--- src/hw/rtl/mks_pkg.sv ---
`default_nettype none

package mks_pkg;

  typedef enum logic [2:0] {
    PhaseScan     = 3'b001,
    PhaseDebounce = 3'b010,
    PhaseRelease  = 3'b100
  } phase_e;

  typedef enum logic [1:0] {
    CfgLayoutSelect = 2'd0,
    CfgDebounceTicks = 2'd1,
    CfgPressedLevel = 2'd2
  } cfg_index_e;

  localparam int unsigned CfgDataWidth = 16;
  localparam logic [15:0] DebounceTicksReset = 16'd20;
  localparam logic [2:0] CursorNone = 3'd4;

  typedef struct packed {
    logic        layout_select;
    logic [15:0] debounce_ticks;
    logic        pressed_level;
  } mks_cfg_t;

  typedef struct packed {
    logic [1:0]  row_index;
    phase_e      scan_phase;
    logic [15:0] debounce_count;
    logic [1:0]  held_column;
    logic [2:0]  column_cursor;
  } mks_state_t;

  typedef struct packed {
    logic [3:0] column_levels;
  } mks_in_t;

  typedef struct packed {
    logic [3:0] row_drive;
    logic       key_valid;
    logic [7:0] key_code;
  } mks_out_t;

  localparam logic [7:0] KeyTable [2][4][4] = '{
    '{
      '{8'h31, 8'h32, 8'h33, 8'h41},
      '{8'h34, 8'h35, 8'h36, 8'h42},
      '{8'h37, 8'h38, 8'h39, 8'h43},
      '{8'h2A, 8'h30, 8'h23, 8'h44}
    },
    '{
      '{8'h37, 8'h38, 8'h39, 8'h2F},
      '{8'h34, 8'h35, 8'h36, 8'h2A},
      '{8'h31, 8'h32, 8'h33, 8'h2D},
      '{8'h43, 8'h30, 8'h3D, 8'h2B}
    }
  };

endpackage

`default_nettype wire

--- src/hw/rtl/mks_step.sv ---
`default_nettype none

module mks_step
  import mks_pkg::*;
(
  input  mks_cfg_t   cfg_i,
  input  mks_state_t state_i,
  input  logic [3:0] column_levels_i,
  output mks_state_t state_o,
  output mks_out_t   result_o
);

  logic [3:0] pressed;
  logic       held_pressed;
  logic       found;
  logic [1:0] found_col;

  assign pressed      = cfg_i.pressed_level ? column_levels_i : ~column_levels_i;
  assign held_pressed = pressed[state_i.held_column];

  always_comb begin
    found     = 1'b0;
    found_col = 2'd0;
    for (int c = 3; c >= 0; c--) begin
      if (pressed[c] && (3'(c) >= state_i.column_cursor)) begin
        found     = 1'b1;
        found_col = 2'(c);
      end
    end
  end

  always_comb begin
    state_o            = state_i;
    result_o.row_drive = ~(4'b0001 << state_i.row_index);
    result_o.key_valid = 1'b0;
    result_o.key_code  = 8'd0;
    unique case (state_i.scan_phase)
      PhaseDebounce: begin
        if (state_i.debounce_count > 16'd1) begin
          state_o.debounce_count = state_i.debounce_count - 16'd1;
        end else begin
          state_o.debounce_count = 16'd0;
          if (held_pressed) begin
            state_o.scan_phase = PhaseRelease;
          end else begin
            state_o.column_cursor = {1'b0, state_i.held_column} + 3'd1;
            state_o.scan_phase    = PhaseScan;
          end
        end
      end
      PhaseRelease: begin
        if (!held_pressed) begin
          result_o.key_valid =
            1'b1;
          result_o.key_code =
            KeyTable[cfg_i.layout_select][state_i.row_index][state_i.held_column];
          state_o.row_index     = state_i.row_index + 2'd1;
          state_o.column_cursor = 3'd0;
          state_o.scan_phase    = PhaseScan;
        end
      end
      default: begin
        if (found) begin
          state_o.held_column    = found_col;
          state_o.debounce_count = cfg_i.debounce_ticks;
          state_o.scan_phase     = PhaseDebounce;
        end else begin
          state_o.row_index     = state_i.row_index + 2'd1;
          state_o.column_cursor = 3'd0;
          state_o.scan_phase    = PhaseScan;
        end
      end
    endcase
  end

endmodule

`default_nettype wire
--- config.mk ---
export PLATFORM = sky130hd
export DESIGN_NAME = mks_step
export DESIGN_NICKNAME = d
export VERILOG_FILES = /design/src/hw/rtl/mks_pkg.sv /design/src/hw/rtl/mks_step.sv
export SDC_FILE = /design/constraint.sdc
export NUM_CORES = 1
export LEC_CHECK = 0
export BUFFER_PORTS_ARGS = -buffer_cell sky130_fd_sc_hd__buf_2
export CORE_MARGIN = 1.5
export CORE_UTILIZATION = 47
export DETAILED_ROUTE_END_ITERATION = 12
export GPL_TIMING_DRIVEN = 0
export PLACE_DENSITY = 0.91
export SETUP_SLACK_MARGIN = 0.15
export SLEW_MARGIN = 20
export SYNTH_ARGS = -nofsm -noshare
export SYNTH_HDL_FRONTEND = slang
export SYNTH_SLANG_ARGS = --single-unit
--- constraint.sdc ---
create_clock -name vclk -period 2.4
set_input_delay 0.12 -clock vclk [all_inputs]
set_output_delay 0.12 -clock vclk [all_outputs]
set_load 0.005 [all_outputs]
* Word-level counts from Yosys, hierarchy flattened
Index checks and enable logic that the tools add are counted.
Operators by class: order comparisons 9, reductions and logical operators 5, shift operators 1, equality and inequality tests 2, multiplexer cells 38, bitwise operators 5, add/subtract/negate cells 3
Operators by type and width (number):
- 128-bit 2-to-1 mux | 2
- 123-bit 2-to-1 mux | 1
- 32-bit binary-select mux with 2-bit select | 1
- 32-bit 2-to-1 mux | 2
- 16-bit case mux with 2 select lines | 1
- 18-bit 2-to-1 mux | 1
- 3-bit 2-to-1 mux | 6
- 9-bit 2-to-1 mux | 2
- 8-bit binary-select mux with 2-bit select | 1
- 16-bit by 1-bit > comparator with 1-bit output (second input constant) | 1
- 16-bit 2-to-1 mux | 1
- 8-bit 2-to-1 mux | 2
- 16-bit by 1-bit subtractor with 16-bit output (second input constant) | 1
- 2-bit 2-to-1 mux | 7
- 3-bit case mux with 2 select lines | 2
- 4-bit inverter | 2
- 1-bit by 3-bit greater-or-equal comparator with 1-bit output (first input constant) | 2
- 2-bit by 3-bit greater-or-equal comparator with 1-bit output (first input constant) | 2
- 3-bit greater-or-equal comparator (second input constant) | 2
- 2-bit inverter with 3-bit output | 2
- 1-bit 2-to-1 mux | 5
- 5-bit 2-to-1 mux | 1
- 1-bit logical AND | 4
- 4-bit 2-to-1 mux | 1
- other kinds (11) | 11
Storage, ports and cells: flip-flop bits (word level) 0, input port bits 48, output and inout bits 39

* Logic depth before layout (Yosys ltp)
Gate-level depths: netlist of the first run.
depth after elaboration 12, gate-level depth with buffers 8, gate-level depth less buffers 7

* Worst setup path after synthesis of the first run
Ideal clock, no wire load.
path kind input-to-output, start in state_i[5] (netlist bit), end out state_o[11] (netlist bit), arrival 1.664 ns, stages on the path 8, path slack 0.616 ns, cell sequence inv_1 -> ha_1 -> clkbuf_1 -> o21ba_2 -> and4_1 -> a21oi_1 -> a21oi_1 -> o211ai_1
RTL lines:
- start, declared | line mks_step.sv:7 | input mks_state_t state_i,
- end, declared | line mks_step.sv:9 | output mks_state_t state_o,

==> results.md, run 1 <==
- The total area of sequential cells is 0 um2.
- The count of final hold-check violations is 0.
- For this block, the routed nets add up to 4530 um of wire.
- The class of the most critical hold timing path is in2out.
- Global routing finished with a remaining overflow of 0.
- The pre-antenna-repair detailed-routing pass consisted of 4 iterations.
- The warning count from the yosys run is 0.
- After detailed routing, the number of vias per cell comes to 5.566.
- The initialized floorplan defines 20 standard-cell rows.
- After synthesis, the most frequently instantiated cells are nand2_1, a21oi_1, inv_1.
- The pre-CTS setup slack is 10.00 ps.
- The number of antenna diodes in the final layout is 0.
- After detailed routing, the number of remaining DRC violations is 0.
- The dominant cell by count in the synthesized netlist is nand2_1.
- The core box area is 3028 um2.
- Measured along the y axis, the die boundary spans 59.22 um.
- The die covers 3506 um2.
- The destination of the worst hold path is state_o[18].
- The max-slew violation count was 0.
- The worst endpoint data arrival time is 1980 ps.
- A synthesized cell averages 6.572 um2.
- The number of distinct library cells after synthesis is 49.
- The overall via count from detail_route is 1976.
- The worst setup path is captured at an output port.
- The first-pass GRT wire length is 7010 um.
- After layout, the worst path uses 87.61% of the clock period.
- The largest vdd supply drop is 0.1196 mV.
- The largest net degree at the start of global routing is 11.
- In this run the tool buffered the top-level ports with 84 buffer cells.
- The worst setup slack after layout is 297.3 ps.
- In this run the cell area measured after placement is 1961 um2.
- The filler cell count is 294.
- The number of cells on the worst hold path is 4.
- Once detailed placement completed, the half-perimeter wirelength came to 3672 um.
- The tool flagged a number of max-cap violations equal to 0.
- In the post-synthesis netlist, the biggest area contributors are ha_1, nand2_1, a21oi_1, a221o_1, inv_1.
- In this run the count of I/O pins placed on the die edge is 87.
- In this run the worst path has a maximum fanout of 9.
- The global router's overall resource usage is 24.40%.
- The run finished with clean final reports.
- The count of routing violations after the opening detailed-route iteration is 113.
- Of the post-synthesis cell area, the dominant cell type holds 12.64%.
- The routed length per placed instance is 12.76 um.
- For this design the ratio of total power to cell area is 205.1 nW/um2.
- The global placement routability congestion is 0.8874.
- The layout has 0 clock buffers.
- Once detail routing completed, the nets flagged for antenna violations numbered 0.
- The worst setup path is of the in2out kind.
- Excluding fillers, the count of instances in the completed layout stands at 355.
- The total negative slack is 0 ps.
- The multi-input gate area in the final layout is 1409 um2.
- Setup repair after global routing left no endpoint under its margin.
- The number of global-route vias before repair is 1676.
- The gate count of the mapped netlist is 226.
- The finished layout cell area is 2014 um2.
- Setup violations remaining at the end of the flow were counted as 0.
- The total instance count after detailed placement is 354.
- The cell taking the most area after synthesis is ha_1.
- The cell area after synthesis is 1485 um2.
- Summed over all cells, the static leakage comes to 0.9697 nW.
- The number of nets in the synthesized netlist is 289.
- The final hold slack is 499.7 ps.
- Compared with the post-synthesis result, the final layout area differs by 35.64%.
- The number of antenna violations at the first check in global routing is 0.
- The chip width is 59.22 um.
- The initial standard-cell utilization of the core is 49.05%.
- The sequential area share after synthesis is 0%.
- The count of sequential standard cells is 0.
- For this run, the top clock speed supported by timing is 475.6 MHz.
- The worst setup path is launched from an input port.
- The post-route minimum period is 2103 ps.
- The share of final-layout standard cells stronger than drive strength 1 is 34.08%.
- The net count of the finished layout is 376.
- The startpoint of the lowest-slack hold path is cfg_i[14].
- The required time of the critical path is 2280 ps.
==> per-layer routing <==
layer / part of all wire (%) / global-route usage [%]
met1: 43 / 30.70
met2: 50 / 46.31
met3: 6.4 / 1.528
met4: 0.55 / 2.597
met5: 0 / 0
==> metrics by stage <==
stage | util, % | power [mW]
2_1_floorplan | - | 0.2324
3_3_place_gp | 64.75 | 0.3921
3_5_place_dp | 64.75 | 0.4013
4_1_cts | 65.00 | 0.4033
5_1_grt | 66.53 | 0.4590
6_report | 66.53 | 0.4131
==> kinds of logic (layout without fill, tap and decap cells) <==
kind of cell               after synthesis  in the layout  share of synthesized area, %
and+or+nand+nor                         96             96                         34.12
AOI/OAI and AO/OA                       67             67                         32.10
buffers and inverters                   29            114                         8.171
adders and majority gates               15             15                         12.64
xor gates and xnor gates                12             12                         7.582
muxes                                    6              6                         5.139
other                                    1              1                        0.2525
==> power breakdown <==
part,switching [mW],leakage [nW],internal (mW)
Clock,0,0,0
Sequential,0,0,0
Combinational,0.223,0.970,0.190
Total,0.223,0.970,0.190
==> what timing repair did <==
action                                 4_1_cts  5_1_grt
gates resized for setup                      2        7
endpoints found under the hold margin        0        0
buffers inserted                             0        1
setup endpoints to repair                   13       15
hold buffers                                 0        0
pin swaps                                    0        1
==> worst max path at each step <==
stage          cells past startpoint           to  slack (ps)       start
5_1_grt                            8  state_o[25]         170  state_i[4]
3_5_place_dp                      10  state_o[12]          10  state_i[6]
3_3_place_gp                      10  state_o[15]          60  state_i[6]
6_report                           8  state_o[25]         300  state_i[4]
4_1_cts                           10  state_o[12]         160  state_i[6]
2_1_floorplan                      8  state_o[11]         620  state_i[5]
==> layout make-up <==
type / count / area share, %
plain buffers: 11 / 2.733
inverters: 18 / 3.354
multi-input cells: 197 / 69.94
well taps: 44 / 2.733
repair buffers: 85 / 21.24
==> placed cells by master (no fill, tap or decap), types with 2 or more instances in the layout <==
cell type,instances
ha_1,15
buf_2,88
mux2_2,3
o211ai_1,5
nor3_1,10
a31oi_1,4
xnor2_1,6
nand2_1,26
a22oi_1,3
clkbuf_1,4
nor4_1,3
a21oi_1,19
and3_1,3
nor2_1,17
nand3_1,8
a221o_1,7
inv_1,18
nor4_4,2
buf_4,3
mux2i_1,2
a211oi_1,4
xor2_1,5
nand4_1,5
o31ai_1,2
nand2b_1,8
or3_1,6
o21ai_0,9
o21a_1,2
and2_1,2
==> worst max-delay path, cell delays in order <==
cell	delay, ps
buf_2	100
buf_2	210
mux4_2	590
xnor2_4	230
nand2_1	130
nand2_2	150
mux2_2	340
buf_2	120
No activity file was read; power rests on OpenSTA's default activity.
==> run 2: changes to the inputs <==
--- a/config.mk
+++ b/config.mk
@@ -7,9 +7,11 @@
 export LEC_CHECK = 0
 export BUFFER_PORTS_ARGS = -buffer_cell sky130_fd_sc_hd__buf_2
+export CELL_PAD_IN_SITES_DETAIL_PLACEMENT = 1
+export CELL_PAD_IN_SITES_GLOBAL_PLACEMENT = 1
 export CORE_MARGIN = 1.5
-export CORE_UTILIZATION = 47
+export CORE_UTILIZATION = 30
 export DETAILED_ROUTE_END_ITERATION = 12
 export GPL_TIMING_DRIVEN = 0
-export PLACE_DENSITY = 0.91
+export PLACE_DENSITY = 0.89
 export SETUP_SLACK_MARGIN = 0.15
 export SLEW_MARGIN = 20
==> constraint.sdc (replaced) <==
create_clock -name vclk -period 2.4
set_input_delay 0.12 -clock vclk [all_inputs]
set_output_delay 0.12 -clock vclk [all_outputs]
set_load 0.05 [all_outputs]
==> results.md, run 2 (same netlist as run 1, synthesis figures left out) <==
- Result of the run: finished, final reports clean (unchanged).
- The number of antenna violations at the first check in global routing came to 0 (unchanged).
- The largest vdd supply drop is 0.1358 mV (was 0.1196 mV).
- The sort of element at the end of the critical path is an output port (unchanged).
- The count of sequential standard cells is 0 (unchanged).
- The number of iterations in the first detailed-routing pass came to 4 (unchanged).
- The share of final-layout standard cells stronger than drive strength 1 is 37.58% (was 34.08%).
- The core box area is 4755 um2 (was 3028 um2).
- The routed length per placed instance came to 15.67 um (was 12.76 um).
- The class of the most critical hold timing path was in2out (unchanged).
- The count of routing violations after the opening detailed-route iteration came to 109 (was 113).
- The finished layout cell area is 2191 um2 (was 2014 um2).
- The pre-CTS setup slack came to -255.4 ps (was 10.00 ps).
- The period utilization is 90.92% (was 87.61%).
- The area of the die came to 5382 um2 (was 3506 um2).
- The number of remaining DRC errors is 0 (unchanged).
- The number of core rows is 25 (was 20).
- The worst setup slack after layout was 217.9 ps (was 297.3 ps).
- The net count of the finished layout is 387 (was 376).
- The standard cell area after detailed placement is 2012 um2 (was 1961 um2).
- The overall via count from detail_route is 2125 (was 1976).
- The post-route minimum period is 2182 ps (was 2103 ps).
- The net switching power is 0.5021 mW (was 0.2234 mW).
- The highest clock rate was 458.3 MHz (was 475.6 MHz).
- RSZ-0062 raised after global routing: yes (was no).
- The number of violations of the max-capacitance limit was 0 (unchanged).
- The required time of the critical path came to 2280 ps (about the same).
- The leakage power of the design is 1.041 nW (was 0.9697 nW).
- The detailed placement HPWL is 4584 um (was 3672 um).
- The count of input and output buffers is 84 (unchanged).
- The y dimension of the die is 73.36 um (was 59.22 um).
- The global router's overall resource usage is 20.91% (was 24.40%).
- The chip width is 73.36 um (was 59.22 um).
- The combinational share of power came to 100.0% (about the same).
- The post-detailed-routing wire length is 6094 um (was 4530 um).
- The worst endpoint data arrival time was 2060 ps (was 1980 ps).
- The via count normalized by instance count is 5.463 (was 5.566).
- The total negative slack is 0 ps (unchanged).
- The sequential cell fraction of total power was 0% (about the same).
- The remaining global-route overflow is 0 (unchanged).
- The commonest non-fill, non-tap cell in the layout is buf_2 (unchanged).
- The count of final hold-check violations is 0 (unchanged).
- The max-slew violation count is 0 (unchanged).
- The remaining number of nets flagged by the antenna check after routing is 0 (unchanged).
- The largest net degree at the start of global routing is 11 (unchanged).
- The critical path's largest stage delay is 450 ps (was 590 ps).
- The area overhead of the layout relative to synthesis is 47.51% (was 35.64%).
- The internal power of the cells is 0.2223 mW (was 0.1898 mW).
- The kind of start point of the critical path is an input port (unchanged).
- The number of setup violations in the final report is 0 (unchanged).
- The critical setup path kind is in2out (unchanged).
- The total area of sequential cells came to 0 um2 (unchanged).
- The number of global-route vias before repair is 2014 (was 1676).
- The global placement routability congestion is 0.8701 (was 0.8874).
- The total power divided by cell area is 330.6 nW/um2 (was 205.1 nW/um2).
- Cells along the critical path: buf_2, or3_1, o32ai_4, o21a_1, buf_2, buf_2, a22oi_1, o21ai_1, clkbuf_4 (was buf_2, buf_2, mux4_2, xnor2_4, nand2_1, nand2_2, mux2_2, buf_2).
- The cell with the largest stage delay on the worst path is or3_1 (was mux4_2).
- The number of top-level pins was 87 (unchanged).
- The antenna diode instance count is 0 (unchanged).
- The initial standard-cell utilization of the core came to 31.24% (was 49.05%).
- The first-pass GRT wire length was 9259 um (was 7010 um).
- Highest-count cells in the layout ignoring fill and taps: buf_2, nand2_1, inv_1, a21oi_1, nor2_1 (was buf_2, nand2_1, a21oi_1, inv_1, nor2_1).
- The relative contribution of the clock network to total power is 0% (about the same).
- The top fanout value on the critical path is 10 (was 9).
- The most common cell type on the critical path was buf_2 (unchanged).
- The number of clock buffers in the layout is 0 (unchanged).
- The fraction of power spent switching nets came to 69.32% (was 54.07%).
## run 2: power by group through the flow
stage          Combinational [mW]  Clock [mW]  Sequential [mW]
4_1_cts                     0.690           0                0
3_5_place_dp                0.674           0                0
2_1_floorplan               0.487           0                0
3_3_place_gp                0.659           0                0
6_report                    0.724           0                0
5_1_grt                     0.772           0                0
## run 2: repair_timing
item	CTS	global route
hold buffers	0	0
buffers inserted	2	8
gates cloned	0	2
pin swaps	1	6
endpoints found under the setup margin	14	14
resized for setup	8	13
## run 2: path summary, 6_finish.rpt
check     endpoint  slack (ps)  cells after the start  startpoint
min    state_o[18]         640                      4   cfg_i[14]
max    state_o[14]         220                      9  state_i[2]
## run 2: layout make-up
cell class         instances  area (um2)
inverters                 18       67.56
multi-input cells        199        1466
plain buffers             11       61.31
well taps                 67       83.83
fillers                  664        2564
repair buffers            94       511.7
## run 2: metal layers
| layer | global-route usage (%) | wire (um) | vias up |
|---|---|---|---|
| met4 | 3.292 | 17 | 0 |
| met3 | 1.783 | 368 | 2 |
| met2 | 38.08 | 3092 | 80 |
| li1 | - | - | 1031 |
| met1 | 27.11 | 2615 | 1012 |
| met5 | 0 | 0 | - |
## run 2: through the flow
stage          total power, mW  hold WS, ps  utilization [%]  instances
2_1_floorplan           0.4867        454.1                -        226
3_3_place_gp            0.6594        630.9            42.32        377
3_5_place_dp            0.6743        641.0            42.32        377
4_1_cts                 0.6895        641.4            43.53        379
5_1_grt                 0.7716        674.9            46.08        389
6_report                0.7244        635.4            46.08        389
## run 2: critical path: cells and delay by family
family          cells  cell delay [ps]
simple gates        1              450
buf+inv             4              890
compound gates      4              600
